[src/design/arpc_pkg.sv]
// Shared types and constants of the ARP resolver cache.
package arpc_pkg;

    localparam int CACHE_ENTRIES_DEF   = 16;
    localparam int PENDING_ENTRIES_DEF = 8;
    localparam int TAG_BITS_DEF        = 16;
    localparam int FIFO_DEPTH          = 2;

    localparam logic [1:0] ACT_SEND = 2'd0;
    localparam logic [1:0] ACT_RECV = 2'd1;
    localparam logic [1:0] ACT_TICK = 2'd2;
    localparam logic [1:0] ACT_NONE = 2'd3;

    localparam logic [1:0] KIND_IPV4    = 2'd0;
    localparam logic [1:0] KIND_ARP_REQ = 2'd1;
    localparam logic [1:0] KIND_ARP_REP = 2'd2;
    localparam logic [1:0] KIND_DELIVER = 2'd3;

    localparam logic [1:0] REG_OWN_MAC   = 2'd0;
    localparam logic [1:0] REG_OWN_IP    = 2'd1;
    localparam logic [1:0] REG_PEND_WIN  = 2'd2;
    localparam logic [1:0] REG_CACHE_TMO = 2'd3;

    localparam logic [47:0] BCAST_MAC = 48'hFFFF_FFFF_FFFF;
    localparam logic [23:0] MAX24     = 24'hFF_FFFF;

    // Classified work handed from the front to the back.
    localparam logic [1:0] OP_SEND  = 2'd0;
    localparam logic [1:0] OP_ARP   = 2'd1;
    localparam logic [1:0] OP_TICK  = 2'd2;
    localparam logic [1:0] OP_DELIV = 2'd3;

    typedef struct packed {
        logic [1:0]  action;
        logic [31:0] next_hop_ip;
        logic [15:0] payload_tag;
        logic [47:0] frame_dst_mac;
        logic        frame_is_ipv4;
        logic        parse_ok;
        logic        arp_is_request;
        logic [31:0] arp_sender_ip;
        logic [47:0] arp_sender_mac;
        logic [31:0] arp_target_ip;
        logic [15:0] elapsed_ms;
    } t_req;

    typedef struct packed {
        logic [1:0]  kind;
        logic [47:0] dst_mac;
        logic [31:0] target_ip;
        logic [15:0] out_tag;
        logic        last;
    } t_res;

    typedef struct packed {
        logic [1:0]  op;
        logic [31:0] ip;
        logic [47:0] mac;
        logic [15:0] tag;
        logic        want_reply;
    } t_job;

endpackage

[src/design/arp_resolver_cache.sv]
// Top level of the ARP resolver cache.
// A request is taken when i_start is high and o_busy is low; results appear
// for one cycle each with o_valid and cannot be held off. A send or an ARP
// message walks the cache table and then the pending table before it acts,
// and may give two results; a tick walks the cache table, a delivery goes
// straight out, and a request dropped when it is classified gives no result.
// The back end walks the cache and pending tables one entry per cycle.
module arp_resolver_cache import arpc_pkg::*; #(
    parameter int CACHE_ENTRIES   = CACHE_ENTRIES_DEF,
    parameter int PENDING_ENTRIES = PENDING_ENTRIES_DEF,
    parameter int TAG_BITS        = TAG_BITS_DEF
) (
    input  logic        i_clk,
    input  logic        i_rst_n,
    input  logic        i_start,
    output logic        o_busy,
    input  t_req        i_req,
    output logic        o_valid,
    output t_res        o_res,
    input  logic        i_cfg_we,
    input  logic [1:0]  i_cfg_idx,
    input  logic [47:0] i_cfg_data
);
    logic [47:0] r_own_mac;
    logic [31:0] r_own_ip;
    logic [23:0] r_pend_win, r_cache_tmo;
    logic        w_full, w_empty, w_pop, w_back_busy;
    t_job        w_job;

    always_ff @(posedge i_clk) begin
        if (!i_rst_n) begin
            r_own_mac <= '0;
            r_own_ip <= '0;
            r_pend_win <= 24'd5000;
            r_cache_tmo <= 24'd30000;
        end else if (i_cfg_we) begin
            case (i_cfg_idx)
                REG_OWN_MAC:   r_own_mac <= i_cfg_data;
                REG_OWN_IP:    r_own_ip <= i_cfg_data[31:0];
                REG_PEND_WIN:  r_pend_win <= i_cfg_data[23:0];
                REG_CACHE_TMO: r_cache_tmo <= i_cfg_data[23:0];
                default: ;
            endcase
        end
    end

    // Holding off new requests while the back end works keeps the order of
    // table updates the same as the order of requests.
    assign o_busy = w_full || !w_empty || w_back_busy;

    arpc_front u_front (
        .i_clk, .i_rst_n,
        .i_take(i_start && !o_busy), .i_req,
        .i_own_mac(r_own_mac), .i_own_ip(r_own_ip),
        .i_pop(w_pop), .o_full(w_full), .o_empty(w_empty), .o_job(w_job)
    );

    arpc_back #(
        .CACHE_ENTRIES(CACHE_ENTRIES), .PENDING_ENTRIES(PENDING_ENTRIES),
        .TAG_BITS(TAG_BITS)
    ) u_back (
        .i_clk, .i_rst_n, .i_empty(w_empty), .i_job(w_job),
        .i_pend_win(r_pend_win), .i_cache_tmo(r_cache_tmo),
        .o_pop(w_pop), .o_busy(w_back_busy), .o_res_valid(o_valid), .o_res
    );

`ifndef SYNTHESIS
    a_no_pop_empty: assert property (@(posedge i_clk) disable iff (!i_rst_n)
        w_pop |-> !w_empty) else $error("pop from empty queue");
    a_take_idle: assert property (@(posedge i_clk) disable iff (!i_rst_n)
        (i_start && !o_busy) |-> !w_full) else $error("request into full queue");
    a_first_not_last: assert property (@(posedge i_clk) disable iff (!i_rst_n)
        (o_valid && !o_res.last) |=> (o_valid && o_res.last))
        else $error("second result missing");
`endif
endmodule

[src/design/arpc_front.sv]
// Front end: classifies requests and queues jobs for the back end.
module arpc_front import arpc_pkg::*; (
    input  logic        i_clk,
    input  logic        i_rst_n,
    input  logic        i_take,
    input  t_req        i_req,
    input  logic [47:0] i_own_mac,
    input  logic [31:0] i_own_ip,
    input  logic        i_pop,
    output logic        o_full,
    output logic        o_empty,
    output t_job        o_job
);
    t_job       r_q [FIFO_DEPTH];
    logic       r_wp, r_rp;
    logic [1:0] r_cnt;
    t_job       n_job;
    logic       n_keep;

    always_comb begin
        n_job = '0;
        n_keep = 1'b0;
        n_job.tag = i_req.payload_tag;
        case (i_req.action)
            ACT_SEND: begin
                n_keep = 1'b1;
                n_job.op = OP_SEND;
                n_job.ip = i_req.next_hop_ip;
            end
            ACT_RECV: begin
                if ((i_req.frame_dst_mac == i_own_mac || i_req.frame_dst_mac == BCAST_MAC)
                        && i_req.parse_ok) begin
                    n_keep = 1'b1;
                    n_job.op = i_req.frame_is_ipv4 ? OP_DELIV : OP_ARP;
                    n_job.ip = i_req.arp_sender_ip;
                    n_job.mac = i_req.arp_sender_mac;
                    n_job.want_reply = i_req.arp_is_request
                                       && (i_req.arp_target_ip == i_own_ip);
                end
            end
            ACT_TICK: begin
                n_keep = 1'b1;
                n_job.op = OP_TICK;
                n_job.tag = i_req.elapsed_ms;
            end
            default: n_keep = 1'b0;
        endcase
    end

    wire w_push = i_take && n_keep;

    always_ff @(posedge i_clk) begin
        if (!i_rst_n) begin
            r_wp <= 1'b0;
            r_rp <= 1'b0;
            r_cnt <= 2'd0;
        end else begin
            if (w_push) r_wp <= ~r_wp;
            if (i_pop) r_rp <= ~r_rp;
            r_cnt <= r_cnt + {1'b0, w_push} - {1'b0, i_pop};
        end
        if (w_push) r_q[r_wp] <= n_job;
    end

    assign o_full  = (r_cnt == 2'(FIFO_DEPTH));
    assign o_empty = (r_cnt == 2'd0);
    assign o_job   = r_q[r_rp];
endmodule

[src/design/arpc_back.sv]
// Back end: walks the cache and pending tables one entry per cycle.
module arpc_back import arpc_pkg::*; #(
    parameter int CACHE_ENTRIES   = CACHE_ENTRIES_DEF,
    parameter int PENDING_ENTRIES = PENDING_ENTRIES_DEF,
    parameter int TAG_BITS        = TAG_BITS_DEF
) (
    input  logic        i_clk,
    input  logic        i_rst_n,
    input  logic        i_empty,
    input  t_job        i_job,
    input  logic [23:0] i_pend_win,
    input  logic [23:0] i_cache_tmo,
    output logic        o_pop,
    output logic        o_busy,
    output logic        o_res_valid,
    output t_res        o_res
);
    localparam int CW = (CACHE_ENTRIES > 1) ? $clog2(CACHE_ENTRIES) : 1;
    localparam int PW = (PENDING_ENTRIES > 1) ? $clog2(PENDING_ENTRIES) : 1;
    localparam int NW = ((CACHE_ENTRIES > PENDING_ENTRIES) ? $clog2(CACHE_ENTRIES + 1)
                                                          : $clog2(PENDING_ENTRIES + 1));

    localparam logic [2:0] S_IDLE  = 3'd0;
    localparam logic [2:0] S_CSCAN = 3'd1;
    localparam logic [2:0] S_PSCAN = 3'd2;
    localparam logic [2:0] S_ACT   = 3'd3;
    localparam logic [2:0] S_OUT2  = 3'd4;
    localparam logic [2:0] S_TICK  = 3'd5;

    logic [CACHE_ENTRIES-1:0]   r_cv;
    logic [31:0]                r_cip  [CACHE_ENTRIES];
    logic [47:0]                r_cmac [CACHE_ENTRIES];
    logic [23:0]                r_cage [CACHE_ENTRIES];
    logic [PENDING_ENTRIES-1:0] r_pv;
    logic [31:0]                r_pip  [PENDING_ENTRIES];
    logic [TAG_BITS-1:0]        r_ptag [PENDING_ENTRIES];
    logic [23:0]                r_ptimer;

    logic [2:0]    r_st;
    t_job          r_job;
    logic [NW-1:0] r_idx;
    logic          r_chit, r_cfree_ok, r_phit, r_pfree_ok;
    logic [CW-1:0] r_chit_i, r_cfree;
    logic [PW-1:0] r_phit_i, r_pfree;
    logic          r_ov;
    t_res          r_res;

    wire [CW-1:0] w_ci = r_idx[CW-1:0];
    wire [PW-1:0] w_pi = r_idx[PW-1:0];
    wire [TAG_BITS-1:0] w_tag = r_job.tag[TAG_BITS-1:0];
    wire [24:0] w_psum = {1'b0, r_ptimer} + {9'd0, r_job.tag};
    wire [23:0] w_pnew = w_psum[24] ? MAX24 : w_psum[23:0];
    wire [24:0] w_csum = {1'b0, r_cage[w_ci]} + {9'd0, r_job.tag};
    wire [23:0] w_cnew = w_csum[24] ? MAX24 : w_csum[23:0];

    function automatic t_res mk(logic [1:0] k, logic [47:0] m, logic [31:0] ip,
                                logic [15:0] t, logic l);
        t_res r;
        r.kind = k; r.dst_mac = m; r.target_ip = ip; r.out_tag = t; r.last = l;
        return r;
    endfunction

    assign o_busy = (r_st != S_IDLE);
    assign o_pop  = (r_st == S_IDLE) && !i_empty;
    assign o_res  = r_res;

    always_ff @(posedge i_clk) begin
        if (!i_rst_n) begin
            r_st <= S_IDLE;
            r_cv <= '0;
            r_pv <= '0;
            r_ptimer <= '0;
            r_ov <= 1'b0;
        end else begin
            r_ov <= 1'b0;
            case (r_st)
                S_IDLE: begin
                    if (!i_empty) begin
                        r_job <= i_job;
                        r_idx <= '0;
                        r_chit <= 1'b0; r_cfree_ok <= 1'b0;
                        r_phit <= 1'b0; r_pfree_ok <= 1'b0;
                        case (i_job.op)
                            OP_DELIV: begin
                                r_ov <= 1'b1;
                                r_res <= mk(KIND_DELIVER, '0, '0,
                                            16'(i_job.tag[TAG_BITS-1:0]), 1'b1);
                            end
                            OP_TICK: r_st <= S_TICK;
                            default: r_st <= S_CSCAN;
                        endcase
                    end
                end
                S_CSCAN: begin
                    if (r_cv[w_ci] && r_cip[w_ci] == r_job.ip && !r_chit) begin
                        r_chit <= 1'b1; r_chit_i <= w_ci;
                    end
                    if (!r_cv[w_ci] && !r_cfree_ok) begin
                        r_cfree_ok <= 1'b1; r_cfree <= w_ci;
                    end
                    if (r_idx == NW'(CACHE_ENTRIES - 1)) begin
                        r_idx <= '0; r_st <= S_PSCAN;
                    end else r_idx <= r_idx + 1'b1;
                end
                S_PSCAN: begin
                    if (r_pv[w_pi] && r_pip[w_pi] == r_job.ip && !r_phit) begin
                        r_phit <= 1'b1; r_phit_i <= w_pi;
                    end
                    if (!r_pv[w_pi] && !r_pfree_ok) begin
                        r_pfree_ok <= 1'b1; r_pfree <= w_pi;
                    end
                    if (r_idx == NW'(PENDING_ENTRIES - 1)) r_st <= S_ACT;
                    else r_idx <= r_idx + 1'b1;
                end
                S_ACT: begin
                    r_st <= S_IDLE;
                    if (r_job.op == OP_SEND) begin
                        if (r_chit) begin
                            r_ov <= 1'b1;
                            r_res <= mk(KIND_IPV4, r_cmac[r_chit_i], '0, 16'(w_tag), 1'b1);
                        end else if (!r_phit) begin
                            r_ov <= 1'b1;
                            r_res <= mk(KIND_ARP_REQ, BCAST_MAC, r_job.ip, '0, 1'b1);
                            if (r_pfree_ok) begin
                                r_pv[r_pfree] <= 1'b1;
                                r_pip[r_pfree] <= r_job.ip;
                                r_ptag[r_pfree] <= w_tag;
                            end
                        end
                    end else begin
                        if (!r_chit) begin
                            if (r_cfree_ok) begin
                                r_cv[r_cfree] <= 1'b1;
                                r_cip[r_cfree] <= r_job.ip;
                                r_cmac[r_cfree] <= r_job.mac;
                                r_cage[r_cfree] <= '0;
                            end
                            if (r_phit) begin
                                r_pv[r_phit_i] <= 1'b0;
                                r_ov <= 1'b1;
                                r_res <= mk(KIND_IPV4, r_job.mac, '0,
                                            16'(r_ptag[r_phit_i]), !r_job.want_reply);
                                if (r_job.want_reply) r_st <= S_OUT2;
                            end
                        end
                        if (r_job.want_reply && (r_chit || !r_phit)) begin
                            r_ov <= 1'b1;
                            r_res <= mk(KIND_ARP_REP, r_job.mac, r_job.ip, '0, 1'b1);
                        end
                    end
                end
                S_OUT2: begin
                    r_ov <= 1'b1;
                    r_res <= mk(KIND_ARP_REP, r_job.mac, r_job.ip, '0, 1'b1);
                    r_st <= S_IDLE;
                end
                S_TICK: begin
                    if (r_idx == '0) begin
                        if (w_pnew > i_pend_win) begin
                            r_ptimer <= '0;
                            r_pv <= '0;
                        end else r_ptimer <= w_pnew;
                    end
                    if (r_cv[w_ci]) begin
                        r_cage[w_ci] <= w_cnew;
                        if (w_cnew > i_cache_tmo) r_cv[w_ci] <= 1'b0;
                    end
                    if (r_idx == NW'(CACHE_ENTRIES - 1)) r_st <= S_IDLE;
                    else r_idx <= r_idx + 1'b1;
                end
                default: r_st <= S_IDLE;
            endcase
        end
    end

    assign o_res_valid = r_ov;
endmodule
[config.mk]
export PLATFORM = sky130hd
export DESIGN_NAME = arp_resolver_cache
export DESIGN_NICKNAME = d
export VERILOG_FILES = /design/src/design/arpc_pkg.sv /design/src/design/arp_resolver_cache.sv /design/src/design/arpc_front.sv /design/src/design/arpc_back.sv
export SDC_FILE = /design/constraint.sdc
export NUM_CORES = 2
export LEC_CHECK = 0
export BUFFER_PORTS_ARGS = -buffer_cell sky130_fd_sc_hd__buf_2
export CAP_MARGIN = 20
export CELL_PAD_IN_SITES_DETAIL_PLACEMENT = 1
export CELL_PAD_IN_SITES_GLOBAL_PLACEMENT = 1
export CORE_UTILIZATION = 50
export DETAILED_ROUTE_END_ITERATION = 7
export GPL_ROUTABILITY_DRIVEN = 0
export GPL_TIMING_DRIVEN = 1
export PLACE_DENSITY_LB_ADDON = 0.1
export SYNTH_ARGS = -nofsm -noshare
export SYNTH_HDL_FRONTEND = slang
export SYNTH_HIERARCHICAL = 1
export SYNTH_SLANG_ARGS = --single-unit
[constraint.sdc]
create_clock -name i_clk -period 13.6 [get_ports i_clk]
set_input_delay 2.04 -clock i_clk [delete_from_list [all_inputs] [get_ports i_clk]]
set_output_delay 2.04 -clock i_clk [all_outputs]
set_load 0.01 [all_outputs]
==> impl_metrics.yaml <==
status:
  status: "complete, no violations"
global_route:
  gr-total-overflow: 0
  grt_usage: 0.258
  antenna_found_initial: 15
  grt_max_degree: 131
  grt_pass1_vias: 60045
  grt_pass1_wl_um: 408000
placed_design:
  io_buffers: 383
  place_hpwl_um: 160000
  place_ws_ns: 5.55
  dpl.cell_count: 8811
die:
  die_w_um: 465
  dieArea_sq_mm: 0.217
  start_util: 0.505
  core_sq_mm: 0.213
  placementRows: 169
  die_y_um: 465
  pin_count: 384
yosys:
  synthesis.instances: 5739
  synth_most_common_cell: "edfxtp_1"
  synth_edf_count: 2467
  synth_top_area_cell: "edfxtp_1"
  synth.avg_cell_area_sq_um: 18.7
  yosysTopAreaCellShare: 0.690
  synthFlopType: "edfxtp_1"
  yosys-top-cells-count: "edfxtp_1, mux4_2, nand2_1"
  synthArstFlopShare: 0
  synth_seq_cells: 2663
  ys_seq_area_frac: 0.726
  ys_types: 85
  synth_nets: 6116
  yosysWarnings: 6
  synth.area.top_cells: "edfxtp_1, mux4_2, dfxtp_1"
  syn_area_sq_mm: 0.107
clock_network:
  insertion_delay_ns: 0.95
  cts_made_buffers: 294
  clk_pin_slew_worst_paths_ns: 0.06
  clock_path_buffers: 4
  clockRootBuffer: "clkbuf_16"
  cts_sinks: 2663
  cts_tree: "built"
  h-tree-depth: 5
  postCtsSetupBuffers: 0
  cts_resized: 0
  ctsHoldBuffers: 0
min_path:
  hold_path_depth: 2
  min_to: "r_pend_win[20]"
  min_from: "r_pend_win[20]"
  hold_class: "register to register"
job:
  max-cap-violations: 0
pwr:
  p_per_area_mw_per_mm2: 177
  p_total_mw: 21.7
  vdd_ir_drop_max_uv: 158
  p_leak_nw: 40.3
finish:
  area_growth_pct: 13.9
  layoutNonFillerInstCount: 9334
  fin_nets: 6676
  drive_above_1_share: 0.268
setup_path:
  startpoint_type: "register"
  critPathMaxFanout: 96
  critPathCaptureType: "register"
  cp.required_ns: 14.35
  ff2ff_path_depth: 23
  rr_endpoint: "u_back/r_cv[2]"
  r2r_slack_ns: 6.04
  worstSetupPathType: "register to register"
  arrival_ns: 8.31
sta:
  drv_slew: 0
  rsz0062_at_grt: "no"
  setup_tns_ns: 0
  hold_viol: 0
  fin_ws_ns: 6.04
  skew_ns: 0.0544
  fin_crit_sh: 0.556
  setup_viol: 0
  finalCriticalPeriod_ns: 7.56
  worst_slew_pin_slew_ns: 1.12
  slew_headroom: 0.257
  fmax_mhz: 132
detailed_routing:
  viasPerCell: 6.05
  vias: 56448
  drcViolationCount: 0
  firstDrtPassIters: 5
  final_antenna_net_count: 0
  wire_per_inst_um: 29.9
  finalWirelength_um: 279000
  first_iter_violations: 4843
==> final cells by class <==
class | count | area [sq um]
Fill cell | 18822 | 90400
Timing Repair Buffer | 553 | 3280
Multi-Input combinational cell | 2681 | 28000
Clock inverter | 137 | 1350
Tap cell | 2821 | 3530
Inverter | 106 | 398
Clock buffer | 364 | 7760
Antenna cell | 9 | 22.5
Sequential cell | 2663 | 78000
==> how the worst max path moves through the flow <==
stage	to	slack (ns)	cells past startpoint
after CTS	u_back/r_cv[14]	5.49	23
final	u_back/r_cv[2]	6.04	23
after global placement	u_back/r_cv[0]	5.67	22
after global routing	u_back/r_cv[2]	5.49	23
after floorplan	u_back/o_res[0]	3.20	3
after detailed placement	u_back/r_cv[1]	5.55	23
==> critical path, stage by stage (launching register included) <==
cell	delay (ns)
dfxtp_4	0.76
buf_12	0.68
mux4_2	0.61
mux4_2	0.50
ha_1	0.23
fa_1	0.46
a21o_1	0.23
a21oi_1	0.26
nor2_1	0.08
a21o_1	0.20
o211ai_1	0.52
a21oi_1	0.26
nand3_1	0.27
buf_8	0.24
nand2_1	0.07
ha_1	0.29
nand4_1	0.07
or2_2	0.32
nor4_1	0.45
o21a_1	0.20
o31ai_1	0.08
a31oi_1	0.19
buf_4	0.27
a31oi_1	0.11
==> power breakdown <==
part / internal, mW / leakage, nW / switching (mW) / total, mW
Combinational: 1.77 / 12.4 / 2.42 / 4.19
Sequential: 9.44 / 23.4 / 0.386 / 9.82
Clock: 4.54 / 4.45 / 3.12 / 7.66
==> flip-flops by register name, indices dropped and copies added, names as in the netlist, 32 cells and up, named ones only <==
signal	cells
u_back/r_cmac	768
u_back/r_cip	512
u_back/o_res	99
r_own_mac	48
u_back/r_pip	256
u_back/r_cage	384
u_back/r_job	83
r_own_ip	32
u_back/r_ptag	128
u_front/r_q	198
==> metrics by stage <==
stage               instance area, sq um  hold WS, ns   util
CTS                               122000        0.465  0.574
global route                      122000        0.481  0.575
global placement                  113000        0.447  0.531
floorplan                         107000        0.425      -
finish                            122000        0.463  0.575
detailed placement                113000        0.453  0.531
==> routing by layer <==
layer  track usage  up-vias  routed length [um]
li1              -    24112                   -
met5             0        -                  55
met3        0.0409      356               16200
met1         0.363    30226              120000
met4        0.0667        8                6180
met2         0.424     1746              137000
==> cells by family after synthesis <==
family,Yosys count,share of synthesized area
flops,2663,0.726
mux,964,0.157
simple gates,943,0.0439
compound gates,505,0.0304
buf+inv,395,0.0165
xor+xnor,175,0.0143
fa+ha+maj,94,0.0111
==> cells in the final DEF, fill, tap and decap left out, types with 43 or more instances in the layout <==
cell type  instances
a21oi_1          115
and2_1            96
buf_2            382
buf_4            164
clkbuf_1          62
clkbuf_16        299
clkinv_1          54
clkinv_2          44
dfxtp_1          185
edfxtp_1        2467
ha_1              91
inv_1            103
mux2_2           154
mux2i_1          245
mux4_2           564
nand2_1          346
nand4_1           47
nor2_1           111
nor2b_1           75
nor4_1            43
o21ai_0          122
xnor2_1           87
xor2_1            88
Note: power is estimated with default switching activity, not from simulation.
